`src/rtl/rtrg_pkg.sv`:
```
// ----------------------------------------------------------------------------
// rtrg_pkg
// types, constants and the output tempering function of the reduced twister
// ----------------------------------------------------------------------------
package rtrg_pkg;

   localparam int unsigned WORD_W  = 16;
   localparam int unsigned RAND_W  = 7;

   localparam logic [WORD_W-1:0] TWIST_XOR = 16'hB0DF;
   localparam logic [WORD_W-1:0] SEED_MUL  = 16'hB0DF;
   localparam logic [WORD_W-1:0] HIGH_BIT  = 16'h8000;
   localparam logic [WORD_W-1:0] LOW_BITS  = 16'h7FFF;
   localparam logic [WORD_W-1:0] TEMPER_B  = 16'h9BFF;
   localparam logic [WORD_W-1:0] TEMPER_C  = 16'hA59B;

   // request codes
   localparam logic ACT_SEED = 1'b0;
   localparam logic ACT_DRAW = 1'b1;

   typedef enum logic [7:0] {
      ST_IDLE   = 8'b0000_0001,
      ST_SD_MUL = 8'b0000_0010,
      ST_SD_WR  = 8'b0000_0100,
      ST_RF_PRE = 8'b0000_1000,
      ST_RF_RD  = 8'b0001_0000,
      ST_RF_WR  = 8'b0010_0000,
      ST_DR_RD  = 8'b0100_0000,
      ST_DR_OUT = 8'b1000_0000
   } state_type;

   // 16-bit tempering, low seven bits kept
   function automatic logic [RAND_W-1:0] temper(input logic [WORD_W-1:0] word);
      logic [WORD_W-1:0] y;
      y = word;
      y = y ^ (y >> 5);
      y = y ^ ((y << 7) & TEMPER_B);
      y = y ^ ((y << 15) & TEMPER_C);
      y = y ^ (y >> 1);
      return y[RAND_W-1:0];
   endfunction

endpackage

```
`src/rtl/reduced_twister_random_generator_core.sv`:
```
// ----------------------------------------------------------------------------
// reduced_twister_random_generator_core
// draw: a read state, then tempered into the output; one draw in flight at a time
// a draw that finds the read index exhausted first refills the store: one
// prefetch state, then a read and a compute and write-back state per word
// reseed: word 0 takes the seed; each later word gets a multiply and a write state
// reset: store reads as zero through per-word valid bits, read index zero
// ----------------------------------------------------------------------------
module reduced_twister_random_generator_core #(
   parameter int unsigned STATE_WORDS  = 17,
   parameter int unsigned TWIST_OFFSET = 397
) (
   input  logic                              clock,
   input  logic                              reset,
   input  logic                              req_valid,
   output logic                              req_stall,
   input  logic                              req_action,
   input  logic [rtrg_pkg::WORD_W-1:0]       req_seed_value,
   output logic                              rsp_valid,
   input  logic                              rsp_stall,
   output logic [rtrg_pkg::RAND_W-1:0]       rsp_random_value
);
   import rtrg_pkg::*;

   localparam int unsigned AW        = $clog2(STATE_WORDS);
   localparam int unsigned IW        = $clog2(STATE_WORDS + 1);
   localparam int unsigned SRC_START = TWIST_OFFSET % STATE_WORDS;

   localparam logic [AW-1:0] LAST_ADDR = AW'(STATE_WORDS - 1);
   localparam logic [IW-1:0] IDX_END   = IW'(STATE_WORDS);

   // state store, read data registered on both ports
   logic [WORD_W-1:0] mem [STATE_WORDS];
   logic [STATE_WORDS-1:0] vld_ff, vld_in;
   logic [WORD_W-1:0] rd_a_ff, rd_b_ff;
   logic              rd_a_vld_ff, rd_b_vld_ff;
   logic [AW-1:0]     rd_a_addr, rd_b_addr;
   logic              wr_en;
   logic [AW-1:0]     wr_addr;
   logic [WORD_W-1:0] wr_data;
   logic [WORD_W-1:0] a_data, b_data;

   // control
   state_type         state_ff, state_in;
   logic [IW-1:0]     idx_ff, idx_in;       // read index, STATE_WORDS means exhausted
   logic [AW-1:0]     cnt_ff, cnt_in;       // word being seeded or refilled
   logic [AW-1:0]     src_ff, src_in;       // twist source word during refill
   logic [AW-1:0]     nxt_addr;
   logic [WORD_W-1:0] w_ff, w_in;           // previous seed word
   logic [WORD_W-1:0] prod_ff, prod_in;
   logic [WORD_W-1:0] cur_ff, cur_in;       // word i before rewrite
   logic [2*WORD_W-1:0] prod_full;
   logic [WORD_W-1:0] twist_y, twist_v;
   logic              out_vld_ff, out_vld_in;
   logic [RAND_W-1:0] out_ff, out_in;
   logic              req_xfer, out_free;

   assign req_stall        = (state_ff != ST_IDLE);
   assign req_xfer         = req_valid && !req_stall;
   assign rsp_valid        = out_vld_ff;
   assign rsp_random_value = out_ff;
   assign out_free         = !out_vld_ff || !rsp_stall;

   // entries never written read as zero
   assign a_data = rd_a_vld_ff ? rd_a_ff : '0;
   assign b_data = rd_b_vld_ff ? rd_b_ff : '0;

   assign nxt_addr  = (cnt_ff == LAST_ADDR) ? '0 : cnt_ff + AW'(1);
   assign prod_full = 32'(SEED_MUL) * 32'(w_ff ^ (w_ff >> 15));

   // twist of word i: top bit of word i, low bits of word i+1, source word
   assign twist_y = (cur_ff & HIGH_BIT) | (a_data & LOW_BITS);
   assign twist_v = b_data ^ (twist_y >> 1) ^ (twist_y[0] ? TWIST_XOR : '0);

   always_comb begin
      state_in   = state_ff;
      idx_in     = idx_ff;
      cnt_in     = cnt_ff;
      src_in     = src_ff;
      w_in       = w_ff;
      prod_in    = prod_ff;
      cur_in     = cur_ff;
      out_vld_in = out_vld_ff && rsp_stall;
      out_in     = out_ff;
      vld_in     = vld_ff;
      wr_en      = 1'b0;
      wr_addr    = '0;
      wr_data    = req_seed_value;
      rd_a_addr  = nxt_addr;
      rd_b_addr  = src_ff;

      unique case (state_ff)
         ST_IDLE: begin
            if (req_xfer) begin
               if (req_action == ACT_SEED) begin
                  // word 0 takes the seed right away
                  wr_en    = 1'b1;
                  wr_addr  = '0;
                  wr_data  = req_seed_value;
                  w_in     = req_seed_value;
                  cnt_in   = AW'(1);
                  state_in = ST_SD_MUL;
               end else if (idx_ff >= IDX_END) begin
                  cnt_in   = '0;
                  src_in   = AW'(SRC_START);
                  state_in = ST_RF_PRE;
               end else begin
                  state_in = ST_DR_RD;
               end
            end
         end
         ST_SD_MUL: begin
            prod_in  = prod_full[WORD_W-1:0];
            state_in = ST_SD_WR;
         end
         ST_SD_WR: begin
            wr_en   = 1'b1;
            wr_addr = cnt_ff;
            wr_data = prod_ff + WORD_W'(cnt_ff);
            w_in    = wr_data;
            if (cnt_ff == LAST_ADDR) begin
               state_in = ST_IDLE;
            end else begin
               cnt_in   = cnt_ff + AW'(1);
               state_in = ST_SD_MUL;
            end
         end
         ST_RF_PRE: begin
            // fetch word 0 ahead of the first refill step
            rd_a_addr = '0;
            state_in  = ST_RF_RD;
         end
         ST_RF_RD: begin
            // port a still holds word i from the previous read
            cur_in   = a_data;
            state_in = ST_RF_WR;
         end
         ST_RF_WR: begin
            wr_en   = 1'b1;
            wr_addr = cnt_ff;
            wr_data = twist_v;
            if (cnt_ff == LAST_ADDR) begin
               idx_in   = '0;
               state_in = ST_DR_RD;
            end else begin
               cnt_in   = nxt_addr;
               src_in   = (src_ff == LAST_ADDR) ? '0 : src_ff + AW'(1);
               state_in = ST_RF_RD;
            end
         end
         ST_DR_RD: begin
            rd_a_addr = idx_ff[AW-1:0];
            state_in  = ST_DR_OUT;
         end
         ST_DR_OUT: begin
            // hold the read address so the data stays while the output waits
            rd_a_addr = idx_ff[AW-1:0];
            if (out_free) begin
               out_vld_in = 1'b1;
               out_in     = temper(a_data);
               idx_in     = idx_ff + IW'(1);
               state_in   = ST_IDLE;
            end
         end
         default: begin
            state_in = ST_IDLE;
         end
      endcase

      if (wr_en) begin
         vld_in[wr_addr] = 1'b1;
      end
   end

   // state store
   always_ff @(posedge clock) begin
      if (wr_en) begin
         mem[wr_addr] <= wr_data;
      end
      rd_a_ff     <= mem[rd_a_addr];
      rd_b_ff     <= mem[rd_b_addr];
      rd_a_vld_ff <= vld_ff[rd_a_addr];
      rd_b_vld_ff <= vld_ff[rd_b_addr];
   end

   always_ff @(posedge clock) begin
      if (reset) begin
         state_ff   <= ST_IDLE;
         idx_ff     <= '0;
         cnt_ff     <= '0;
         src_ff     <= '0;
         out_vld_ff <= 1'b0;
         vld_ff     <= '0;
      end else begin
         state_ff   <= state_in;
         idx_ff     <= idx_in;
         cnt_ff     <= cnt_in;
         src_ff     <= src_in;
         out_vld_ff <= out_vld_in;
         vld_ff     <= vld_in;
      end
   end

   // payload registers
   always_ff @(posedge clock) begin
      w_ff    <= w_in;
      prod_ff <= prod_in;
      cur_ff  <= cur_in;
      out_ff  <= out_in;
   end

endmodule

```
`config.mk`:
```
export PLATFORM = sky130hd
export DESIGN_NAME = reduced_twister_random_generator_core
export DESIGN_NICKNAME = d
export VERILOG_FILES = /design/src/rtl/rtrg_pkg.sv /design/src/rtl/reduced_twister_random_generator_core.sv
export SDC_FILE = /design/constraint.sdc
export NUM_CORES = 1
export LEC_CHECK = 0
export ABC_AREA = 1
export ABC_CLOCK_PERIOD_IN_PS = 4800
export BUFFER_PORTS_ARGS = -buffer_cell sky130_fd_sc_hd__buf_4
export CELL_PAD_IN_SITES_DETAIL_PLACEMENT = 1
export CELL_PAD_IN_SITES_GLOBAL_PLACEMENT = 2
export CORE_MARGIN = 2
export CORE_UTILIZATION = 36
export CTS_CLUSTER_SIZE = 40
export DETAILED_ROUTE_END_ITERATION = 10
export GPL_TIMING_DRIVEN = 0
export PLACE_DENSITY = 0.88
export SLEW_MARGIN = 30
export SYNTH_ARGS = -nofsm -noshare
export SYNTH_HDL_FRONTEND = slang
export SYNTH_SLANG_ARGS = --single-unit
```
`constraint.sdc`:
```
create_clock -name clock -period 4.8 [get_ports clock]
set_input_delay 0.96 -clock clock [delete_from_list [all_inputs] [get_ports clock]]
set_output_delay 0.96 -clock clock [all_outputs]
set_load 0.02 [all_outputs]
```
-- Yosys cells after proc, flatten, opt, wreduce, memory -nomap -nowiden
Memories as Yosys holds them, arrays and structs flattened. A register that Yosys moved wholly into a read port is not among the register bits.
Index checks and enable logic that the tools add are counted.
- register bits after elaboration: 98
- bits in latches: 0
- bits in writable memories: 272
- memory bits (read-only): 0
- bits of input ports: 21
- output and inout port bits: 9
- word-level logic and storage cells: 116
- memories kept: 1
- $add $sub $neg: 4
- multiply operators: 1
- div/mod/pow operators: 0
- magnitude comparators: 5
- equality and inequality tests: 20
- shifts and indexed selects: 0
- multiplexer cells: 45
- bitwise logic cells: 9
- reductions and logical operators: 19
- memory list (memory ; depth ; width ; read ports ; clocked after memory_dff ; write ports ; RTL line ; text):
    mem ; 17 ; 16 ; 2 ; 2 ; 1 ; reduced_twister_random_generator_core.sv:33 ; logic [WORD_W-1:0] mem [STATE_WORDS];
- operator list (cell ; number):
    $mux W16 ; 5
    $mux W5 ; 14
    $pmux W16 S2 ; 2
    $pmux W8 S8 ; 1
    $pmux W5 S2 ; 3
    $mux W7 ; 3
    $lt A5 B6 Y1 const B ; 3
    $or A17 B17 Y17 ; 1
    $add A16 B5 Y16 ; 1
    $mul A16 B16 Y16 const A ; 1
    $mux W8 ; 2
    $ne A2 B2 Y1 const B ; 8
    $or A16 B15 Y16 ; 1
    $xor A16 B1 Y16 ; 1
    $xor A16 B15 Y16 ; 1
    $xor A16 B16 Y16 ; 1
    $xor A8 B8 Y8 ; 2
    $add A5 B1 Y5 const B ; 3
    $pmux W5 S3 ; 1
    $bmux W1 S5 ; 2
    $eq A5 B5 Y1 const B ; 2
    $reduce_and A5 Y1 ; 2
    $mux W1 ; 9
    $eq A8 B1 Y1 const B ; 1
    other kinds (24) ; 33

-- Logic depth before layout (Yosys ltp)
Gate-level depths: netlist of the first run.
- word-level depth: 8
- mapped depth: 21
- gate-level depth less buffers: 21

-- Least setup slack after synthesis of the first run
No wires, ideal clock.
- path type: flip-flop to flip-flop
- from: register w_ff[4]
- to: register prod_ff[14] (data pin)
- setup time: 0.258 ns
- data arrival time: 4.305 ns
- data required time: 4.542 ns
- slack: 0.237 ns
- cell stages (with the launch flop): 18
- buffers on the path: 0
- period minus slack after synthesis: 4.563 ns
- cell sequence: edfxtp_1 ha_1 fa_1 fa_1 inv_1 fa_1 inv_1 fa_1 inv_1 fa_1 inv_1 ha_1 nand2_1 o21ai_0 a21oi_1 nor2_1 nor2_1 xnor2_1
- word-level cells in the longest chain between the ends: 2
- RTL lines (what ; RTL line ; text):
    start, declared ; reduced_twister_random_generator_core.sv:49 ; logic [WORD_W-1:0] w_ff, w_in;
    start signal, assigned ; reduced_twister_random_generator_core.sv:206 ; w_ff <= w_in;
    $xor A16 B1 Y16 ; reduced_twister_random_generator_core.sv:69 ; assign prod_full = 32'(SEED_MUL) * 32'(w_ff ^ (w_ff >> 15));
    $mul A16 B16 Y16 ; reduced_twister_random_generator_core.sv:69 ;
    net prod_full[14] ; reduced_twister_random_generator_core.sv:52 ; logic [2*WORD_W-1:0] prod_full;
    end signal, assigned ; reduced_twister_random_generator_core.sv:207 ; prod_ff <= prod_in;
    end, declared ; reduced_twister_random_generator_core.sv:50 ; logic [WORD_W-1:0] prod_ff, prod_in;
The timed path passes the listed nets, and every way through them passes these cells.
A chain may end at the register's enable or synchronous reset.

-- Final worst setup path of the first run
- from: register w_ff[7]
- to: register prod_ff[14] (data pin)
The elaborated chain is that of the path after synthesis.

==> results.tsv, run 1 <==
stage	metric	value	unit
synth	seq_area_frac_synth	48.75	%
synth	synthCells	2553	
timing	fmax	209.6	MHz
placed_design	place_congestion	0.9557	
timing	hold_viol	0	
synth	synth_compound_area_share	9.443	%
final_layout	fin_area	26060	um2
timing	totalNegativeSetupSlack	0	ns
timing	timing.final.ws_setup	0.02833	ns
final_layout	filler_cell_count	7172	
route	antenna_left	0	
grt	grt_overflow_total	0	
grt	global_route_usage_over_all_layers	27.85	%
timing	max_slew.worst_pin.slew	1.091	ns
route	remaining_drc_errors	0	
clock_tree	number_of_buffers_created_by_cts	45	
final_layout	num-nets-final	2816	
synth	post_synth_num_cell_types	47	
synth	synth_area_in_adders	8.035	%
run	maxCapViolations	0	
synth	synth_largest_area_cell	sky130_fd_sc_hd__edfxtp_1	
placed_design	detail_placement_hpwl	66.79	mm
power	p_int	8.988	mW
grt	grt_start_max_net_pins	18	
worst_hold_path	hold_class	register to register	
clock_tree	worst_setup_hold_path_clk_slew	0.06	ns
final_layout	layout-drive-gt1-share	11.02	%
placed_design	detailedPlace.worstSlack	-0.1761	ns
synth	synthSimpleGateAreaFrac	21.98	%
power	ir_drop	0.0004395	V
floorplan	floorplan.die_area	63950	um2
timing	rsz0062_at_grt	true	
placed_design	number_of_i_o_port_buffers	28	
power	pwr-share-seq	27.2	%
route	wl_per_cell	25.57	um
final_layout	seqCellArea	10870	um2
final_layout	diodes	0	
clock_tree	cts_tree	done	
worst_setup_path	critical_path.startpoint_type	register	
synth	synth_area_per_cell	8.735	um2
route	drt-vias-per-instance	5.560	
clock_tree	cts_root_buffer	sky130_fd_sc_hd__clkbuf_16	
synth	synth_seq_cells	387	
timing	final.min_clock_period	4.772	ns
timing	layout_worst_path_cycle_share	99.41	%
synth	synth_cell_count_leaders	532 x sky130_fd_sc_hd__nand2_1, 360 x sky130_fd_sc_hd__inv_1, 347 x sky130_fd_sc_hd__nand3_1	
route	first_iter_violations	1745	
synth	library_cell_with_the_highest_instance_count_after_synthesis	sky130_fd_sc_hd__nand2_1	
power	p_sw_share	40.58	%
timing	relSlewSlack	27.10	%
synth	syn_nets	2692	
power	clock_power_share	25.5	%
floorplan	fp-row-count	91	
timing	timing.clock.skew	0.04271	ns
synth	synth_xor_xnor_area_share	2.592	%
clock_tree	clock_insertion_delay_worst_skew	0.62	ns
power	switching_power	6.137	mW
placed_design	placedInstanceArea	24110	um2
clock_tree	cts.htree.levels	2	
floorplan	design.portCount	30	
clock_tree	tritoncts_num_sinks	387	
clock_tree	clockBufferDepth	3	
power	p_total	15.13	mW
timing	report.final.slew_viol_count	0	
power	power.leakage	10.88	nW
final_layout	area_growth_syn_to_layout	16.88	%
route	finalWirelength	89.59	mm
floorplan	floorplan.initialDensity	36.27	%
synth	synth.area.top_cells	sky130_fd_sc_hd__edfxtp_1 42%, sky130_fd_sc_hd__nand2_1 9.0%, sky130_fd_sc_hd__nand3_1 7.8%, sky130_fd_sc_hd__dfxtp_1 6.7%, sky130_fd_sc_hd__inv_1 6.1%	
synth	synthFlopType	sky130_fd_sc_hd__edfxtp_1	
route	routed-via-count	19480	
power	power_density	580.3	nW/um2
grt	initial_antenna_violation_count	2	
worst_setup_path	path_max_fanout	5	
synth	synth-edff-count	312	
power	combPwrFrac	47.3	%
floorplan	core_area	61480	um2
timing	finalSetupViolations	0	
synth	synth_top_family_by_area	simple AND/OR/NAND/NOR gates	
grt	first_global_vias	20190	
run_status	run_status	complete, no violations	
worst_setup_path	worst_ep_required_time	5.14	ns
worst_setup_path	worstSetupEndpointType	register	
synth	synth_top_cell_area_share	42.01	%
floorplan	die_y	252.9	um
worst_setup_path	worstSetupPathType	register to register	
floorplan	chipWidth	252.9	um
grt	grt_pass1_wl	130.5	mm
synth	fraction_of_registers_with_async_set_or_reset_after_synthesis	0	%
worst_setup_path	critical_path_at	5.11	ns
synth	syn-cell-area	22300	um2
final_layout	multi_input_comb_area	9788	um2
route	drt_pre_antenna_iters	5	
synth	synthesis.yosys.warnings	0	
synth	proportion_of_synthesized_area_in_mux_cells	0	%
==> through the flow <==
step / hold slack, ns / util, % / instances
final: 0.4699 / 42.39 / 3503
after global routing: 0.5008 / 42.39 / 3503
after CTS: 0.4746 / 42.05 / 3495
after detailed placement: 0.4595 / 39.21 / 3408
after global placement: 0.4501 / 38.22 / 3371
after floorplan: 0.4403 / - / 2553
==> placed cells by master (no fill, tap or decap), types with 10 or more instances in the layout <==
cell type	synthesis	final
sky130_fd_sc_hd__o21ai_0	166	160
sky130_fd_sc_hd__clkinv_1	3	12
sky130_fd_sc_hd__dfxtp_1	75	75
sky130_fd_sc_hd__ha_1	76	61
sky130_fd_sc_hd__a21oi_1	139	136
sky130_fd_sc_hd__inv_2	9	14
sky130_fd_sc_hd__ha_4	0	13
sky130_fd_sc_hd__xnor2_1	22	22
sky130_fd_sc_hd__o22ai_1	18	18
sky130_fd_sc_hd__buf_4	8	52
sky130_fd_sc_hd__edfxtp_1	312	312
sky130_fd_sc_hd__clkbuf_16	0	49
sky130_fd_sc_hd__a41oi_1	16	16
sky130_fd_sc_hd__inv_1	360	355
sky130_fd_sc_hd__nand3b_1	52	52
sky130_fd_sc_hd__nand2_1	532	526
sky130_fd_sc_hd__fa_1	42	37
sky130_fd_sc_hd__o211ai_1	10	10
sky130_fd_sc_hd__xor2_1	44	44
sky130_fd_sc_hd__clkbuf_1	74	78
sky130_fd_sc_hd__nor2_4	5	18
sky130_fd_sc_hd__buf_6	7	14
sky130_fd_sc_hd__buf_2	42	57
sky130_fd_sc_hd__nor2_1	113	100
sky130_fd_sc_hd__nand3_1	347	347
==> power by group through the flow <==
| stage | Clock [mW] | Combinational, mW | Sequential [mW] |
|---|---|---|---|
| after global placement | 0 | 5.77 | 4.18 |
| after CTS | 3.89 | 6.29 | 4.11 |
| after detailed placement | 0 | 5.91 | 4.18 |
| after global routing | 4.01 | 7.80 | 4.13 |
| final | 3.86 | 7.16 | 4.11 |
| after floorplan | 0 | 4.06 | 4.15 |
==> layout make-up <==
type | instances | area share, %
Timing Repair Buffer | 77 | 2.799
Clock buffer | 53 | 4.762
Inverter | 372 | 5.357
Multi-Input combinational cell | 1655 | 37.55
Tap cell | 790 | 3.792
Sequential cell | 387 | 41.71
Buffer | 139 | 2.520
Clock inverter | 30 | 1.507
==> kinds of logic after synthesis <==
kind of cell	Yosys count
DFF	387
xor gates and xnor gates	66
and+or+nand+nor	1092
AOI/OAI and AO/OA	379
adders and majority gates	118
buffers and inverters	511
==> critical path, stage by stage (launching register included) <==
cell	delay, ns
sky130_fd_sc_hd__edfxtp_1	0.50
sky130_fd_sc_hd__fa_1	0.62
sky130_fd_sc_hd__ha_2	0.30
sky130_fd_sc_hd__ha_1	0.29
sky130_fd_sc_hd__inv_1	0.06
sky130_fd_sc_hd__fa_1	0.55
sky130_fd_sc_hd__inv_2	0.04
sky130_fd_sc_hd__fa_1	0.52
sky130_fd_sc_hd__inv_2	0.04
sky130_fd_sc_hd__fa_1	0.52
sky130_fd_sc_hd__inv_2	0.05
sky130_fd_sc_hd__ha_4	0.26
sky130_fd_sc_hd__a21oi_1	0.23
sky130_fd_sc_hd__o21ai_2	0.12
sky130_fd_sc_hd__a21oi_1	0.16
sky130_fd_sc_hd__nor2_1	0.06
sky130_fd_sc_hd__nor2_1	0.11
sky130_fd_sc_hd__xnor2_1	0.09
==> sequential cells by signal (all words and copies together) (netlist names), 7 cells and up <==
| register | cells |
|---|---|
| rsp_random_value | 7 |
| state_ff | 8 |
| mem | 272 |
| rd_a_ff | 16 |
| vld_ff | 17 |
| prod_ff | 16 |
| w_ff | 16 |
| rd_b_ff | 16 |
==> final timing paths <==
path / from / endpoint / slack [ns] / depth (start not counted)
setup / recovery: w_ff[7] / prod_ff[14] / 0.03 / 17
hold reg to reg: vld_ff[1] / vld_ff[1] / 0.47 / 1
hold / removal: vld_ff[1] / vld_ff[1] / 0.47 / 1
setup reg to reg: w_ff[7] / prod_ff[14] / 0.03 / 17
==> metal layers <==
layer,global-route usage [%],share of wire (%),vias up
met5,0,0,-
li1,-,-,8781
met4,14.66,5.9,0
met3,4.441,7.4,220
met2,44.22,45,788
met1,36.62,42,9686
==> repair_timing <==
| action | CTS | global route |
|---|---|---|
| pin swaps | 4 | 17 |
| setup endpoints to repair | 3 | 3 |
| hold endpoints to repair | 0 | 0 |
| setup buffers | 4 | 8 |
| hold buffers | 0 | 0 |
| gates resized for setup | 13 | 33 |
| gates cloned | 0 | 0 |
Power figures use the tool's default switching activity.
==> inputs of run 2 (changes only) <==
Settings changed: CORE_ASPECT_RATIO from default to 1.25.
==> run 2 against run 1 <==
  * The run now ends with setup timing left
  * Via count down 0.79%
  * Total power down 0.52%
  * Die area about the same
  * Cell count up 0.94%
  * Non-clock buffer count down 4
  * Critical path depth up 2
  * Largest cell class unchanged
  * Highest routed layer unchanged
==> results.tsv, run 2 (synthesis results as in run 1) <==
stage	metric	value	unit	change
run_status	run_status	complete, but fails checks		was complete, no violations
run_status	violations	setup timing		
power	ir_drop	0.0004067	V	was 0.0004395 V
floorplan	design.portCount	30		unchanged
route	remaining_drc_errors	0		unchanged
timing	fmax	207.6	MHz	was 209.6 MHz
placed_design	post-place-cells	3445		was 3408
route	antenna_left	0		unchanged
final_layout	top_register	mem		unchanged
power	p_sw_share	41.39	%	was 40.58%
grt	first_global_vias	20290		was 20190
route	finalWirelength	88.91	mm	was 89.59 mm
power	clock_power_share	23.2	%	was 25.5%
power	p_int	8.819	mW	was 8.988 mW
worst_setup_path	worstSetupEndpointType	register		unchanged
worst_setup_path	critical_path_at	5.14	ns	was 5.11 ns
worst_setup_path	worst_ep_required_time	5.13	ns	was 5.14 ns
worst_setup_path	critPathTopFamily	adder cells		unchanged
worst_setup_path	timing.critical_path.depth	19		was 17
clock_tree	clockBufferDepth	3		unchanged
timing	rsz0062_at_grt	true		unchanged
route	drt_pre_antenna_iters	6		was 5
floorplan	fp-row-count	102		was 91
clock_tree	clock_insertion_delay_worst_skew	0.60	ns	was 0.62 ns
clock_tree	cts_root_buffer	sky130_fd_sc_hd__clkbuf_16		unchanged
route	drt-vias-per-instance	5.464		was 5.560
floorplan	die_y	282.3	um	was 252.9 um
floorplan	core_area	61640	um2	was 61480 um2
worst_setup_path	max_stage_delay	0.56	ns	was 0.62 ns
clock_tree	worst_setup_hold_path_clk_slew	0.06	ns	about the same
placed_design	placedInstanceArea	24080	um2	was 24110 um2
grt	grt_pass1_wl	128.7	mm	was 130.5 mm
route	first_iter_violations	1546		was 1745
final_layout	commonest_cells_after_routing_fill_and_taps_aside	526 x sky130_fd_sc_hd__nand2_1, 356 x sky130_fd_sc_hd__inv_1, 347 x sky130_fd_sc_hd__nand3_1		was 526 x sky130_fd_sc_hd__nand2_1, 355 x sky130_fd_sc_hd__inv_1, 347 x sky130_fd_sc_hd__nand3_1
timing	relSlewSlack	34.94	%	was 27.10%
power	switching_power	6.227	mW	was 6.137 mW
timing	final.min_clock_period	4.816	ns	was 4.772 ns
final_layout	layout_top_registers	mem: 272 flops, vld_ff: 17 flops		unchanged
clock_tree	cts.htree.levels	2		unchanged
worst_setup_path	timing.critical_path.cells	fa_1 -> ha_2 -> fa_1 -> inv_1 -> fa_1 -> inv_1 -> fa_1 -> inv_1 -> fa_1 -> inv_1 -> ha_4 -> nand2_2 -> nor2_4 -> nand2_1 -> o211ai_1 -> a31oi_1 -> inv_1 -> nand2_1 -> nand2_2		was fa_1 -> ha_2 -> ha_1 -> inv_1 -> fa_1 -> inv_2 -> fa_1 -> inv_2 -> fa_1 -> inv_2 -> ha_4 -> a21oi_1 -> o21ai_2 -> a21oi_1 -> nor2_1 -> nor2_1 -> xnor2_1
floorplan	chipWidth	226.6	um	was 252.9 um
worst_setup_path	cp.buffers_inverters	5		was 4
route	routed-via-count	19320		was 19480
floorplan	floorplan.die_area	63960	um2	was 63950 um2
final_layout	final_common_cell	sky130_fd_sc_hd__nand2_1		unchanged
power	power.leakage	10.76	nW	was 10.88 nW
grt	grt_overflow_total	0		unchanged
final_layout	final_core_utilization	42.05	%	was 42.39%
power	p_total	15.05	mW	was 15.13 mW
final_layout	fin_area	25920	um2	was 26060 um2
power	combPwrFrac	49.4	%	was 47.3%
power	power_density	580.5	nW/um2	was 580.3 nW/um2
grt	global_route_usage_over_all_layers	27.61	%	was 27.85%
placed_design	number_of_i_o_port_buffers	28		unchanged
placed_design	detailedPlace.worstSlack	-0.3995	ns	was -0.1761 ns
final_layout	largest_register_ff_count	272		unchanged
worst_hold_path	hold_class	register to register		unchanged
final_layout	num-nets-final	2809		was 2816
final_layout	filler_cell_count	7164		was 7172
run	maxCapViolations	0		unchanged
final_layout	non_filler_instances	3536		was 3503
final_layout	diodes	0		unchanged
route	wl_per_cell	25.14	um	was 25.57 um
power	pwr-share-seq	27.3	%	was 27.2%
timing	max_slew.worst_pin.slew	0.9759	ns	was 1.091 ns
timing	timing.final.ws_setup	-0.01645	ns	was 0.02833 ns
final_layout	layout-drive-gt1-share	11.06	%	was 11.02%
timing	hold_viol	0		unchanged
worst_setup_path	worstSetupPathType	register to register		unchanged
timing	finalSetupViolations	1		was 0
timing	report.final.slew_viol_count	0		unchanged
worst_hold_path	hold_path_depth	1		unchanged
placed_design	place_congestion	1.001		was 0.9557
worst_setup_path	path_max_fanout	5		unchanged
placed_design	detail_placement_hpwl	67.14	mm	was 66.79 mm
grt	grt_start_max_net_pins	18		unchanged
clock_tree	cts_tree	done		unchanged
grt	initial_antenna_violation_count	0		was 2
clock_tree	tritoncts_num_sinks	387		unchanged
clock_tree	number_of_buffers_created_by_cts	42		was 45
timing	final.hold.worst_slack	0.4743	ns	was 0.4699 ns
final_layout	area_growth_syn_to_layout	16.24	%	was 16.88%
timing	timing.clock.skew	0.02799	ns	was 0.04271 ns
timing	layout_worst_path_cycle_share	100.3	%	was 99.41%
timing	totalNegativeSetupSlack	-0.01645	ns	was 0 ns
worst_setup_path	cpMaxStageDelayCell	sky130_fd_sc_hd__fa_1		unchanged
floorplan	floorplan.initialDensity	36.18	%	was 36.27%
worst_setup_path	critical_path.startpoint_type	register		unchanged
worst_setup_path	r2r_cells	19		was 17
run 2: changes by cell type in the layout (fill, tap and decap cells not counted), sizes merged:
cell	delta
clkinvlp	+3
clkinv	-1
bufinv	-2
buf	-4
clkbuf	-5
run 2: repair_timing:
action | in CTS | in global routing
endpoints found under the setup margin | 4 | 3
resized for setup | 24 | 31
hold buffers | 0 | 0
pin swaps | 10 | 22
setup buffers | 3 | 10
run 2: worst paths after layout:
check,startpoint,to,slack (ns)
worst min-delay path,vld_ff[1],vld_ff[1],0.47
worst max-delay path,w_ff[7],prod_ff[15],-0.02
worst min register to register,vld_ff[1],vld_ff[1],0.47
worst max register to register,w_ff[7],prod_ff[15],-0.02
run 2: cell type report:
cell class,instances,area (um2),share of cell area (%)
well taps,832,1041,4.016
clock inverters,30,367.9,1.419
flip-flops and latches,387,10870,41.94
inverters,372,1396,5.387
repair buffers,73,644.4,2.486
multi-input cells,1655,9849,38.00
plain buffers,139,656.9,2.534
clock buffers,48,1095,4.224
run 2: routing by layer:
layer  global-route usage, %  wire (um)  part of all wire, %
met3                   3.989       5071                  5.7
met4                   20.04       7245                  8.1
met5                       0          0                    0
met1                   31.92      34020                   38
met2                   46.75      42570                   48
run 2: power by group through the flow:
stage | sequential (mW) | combinational [mW] | clock, mW
6_report | 4.11 | 7.44 | 3.49
4_1_cts | 4.12 | 6.52 | 3.53
2_1_floorplan | 4.15 | 4.06 | 0
5_1_grt | 4.13 | 8.05 | 3.64
3_5_place_dp | 4.19 | 5.97 | 0
3_3_place_gp | 4.18 | 5.75 | 0
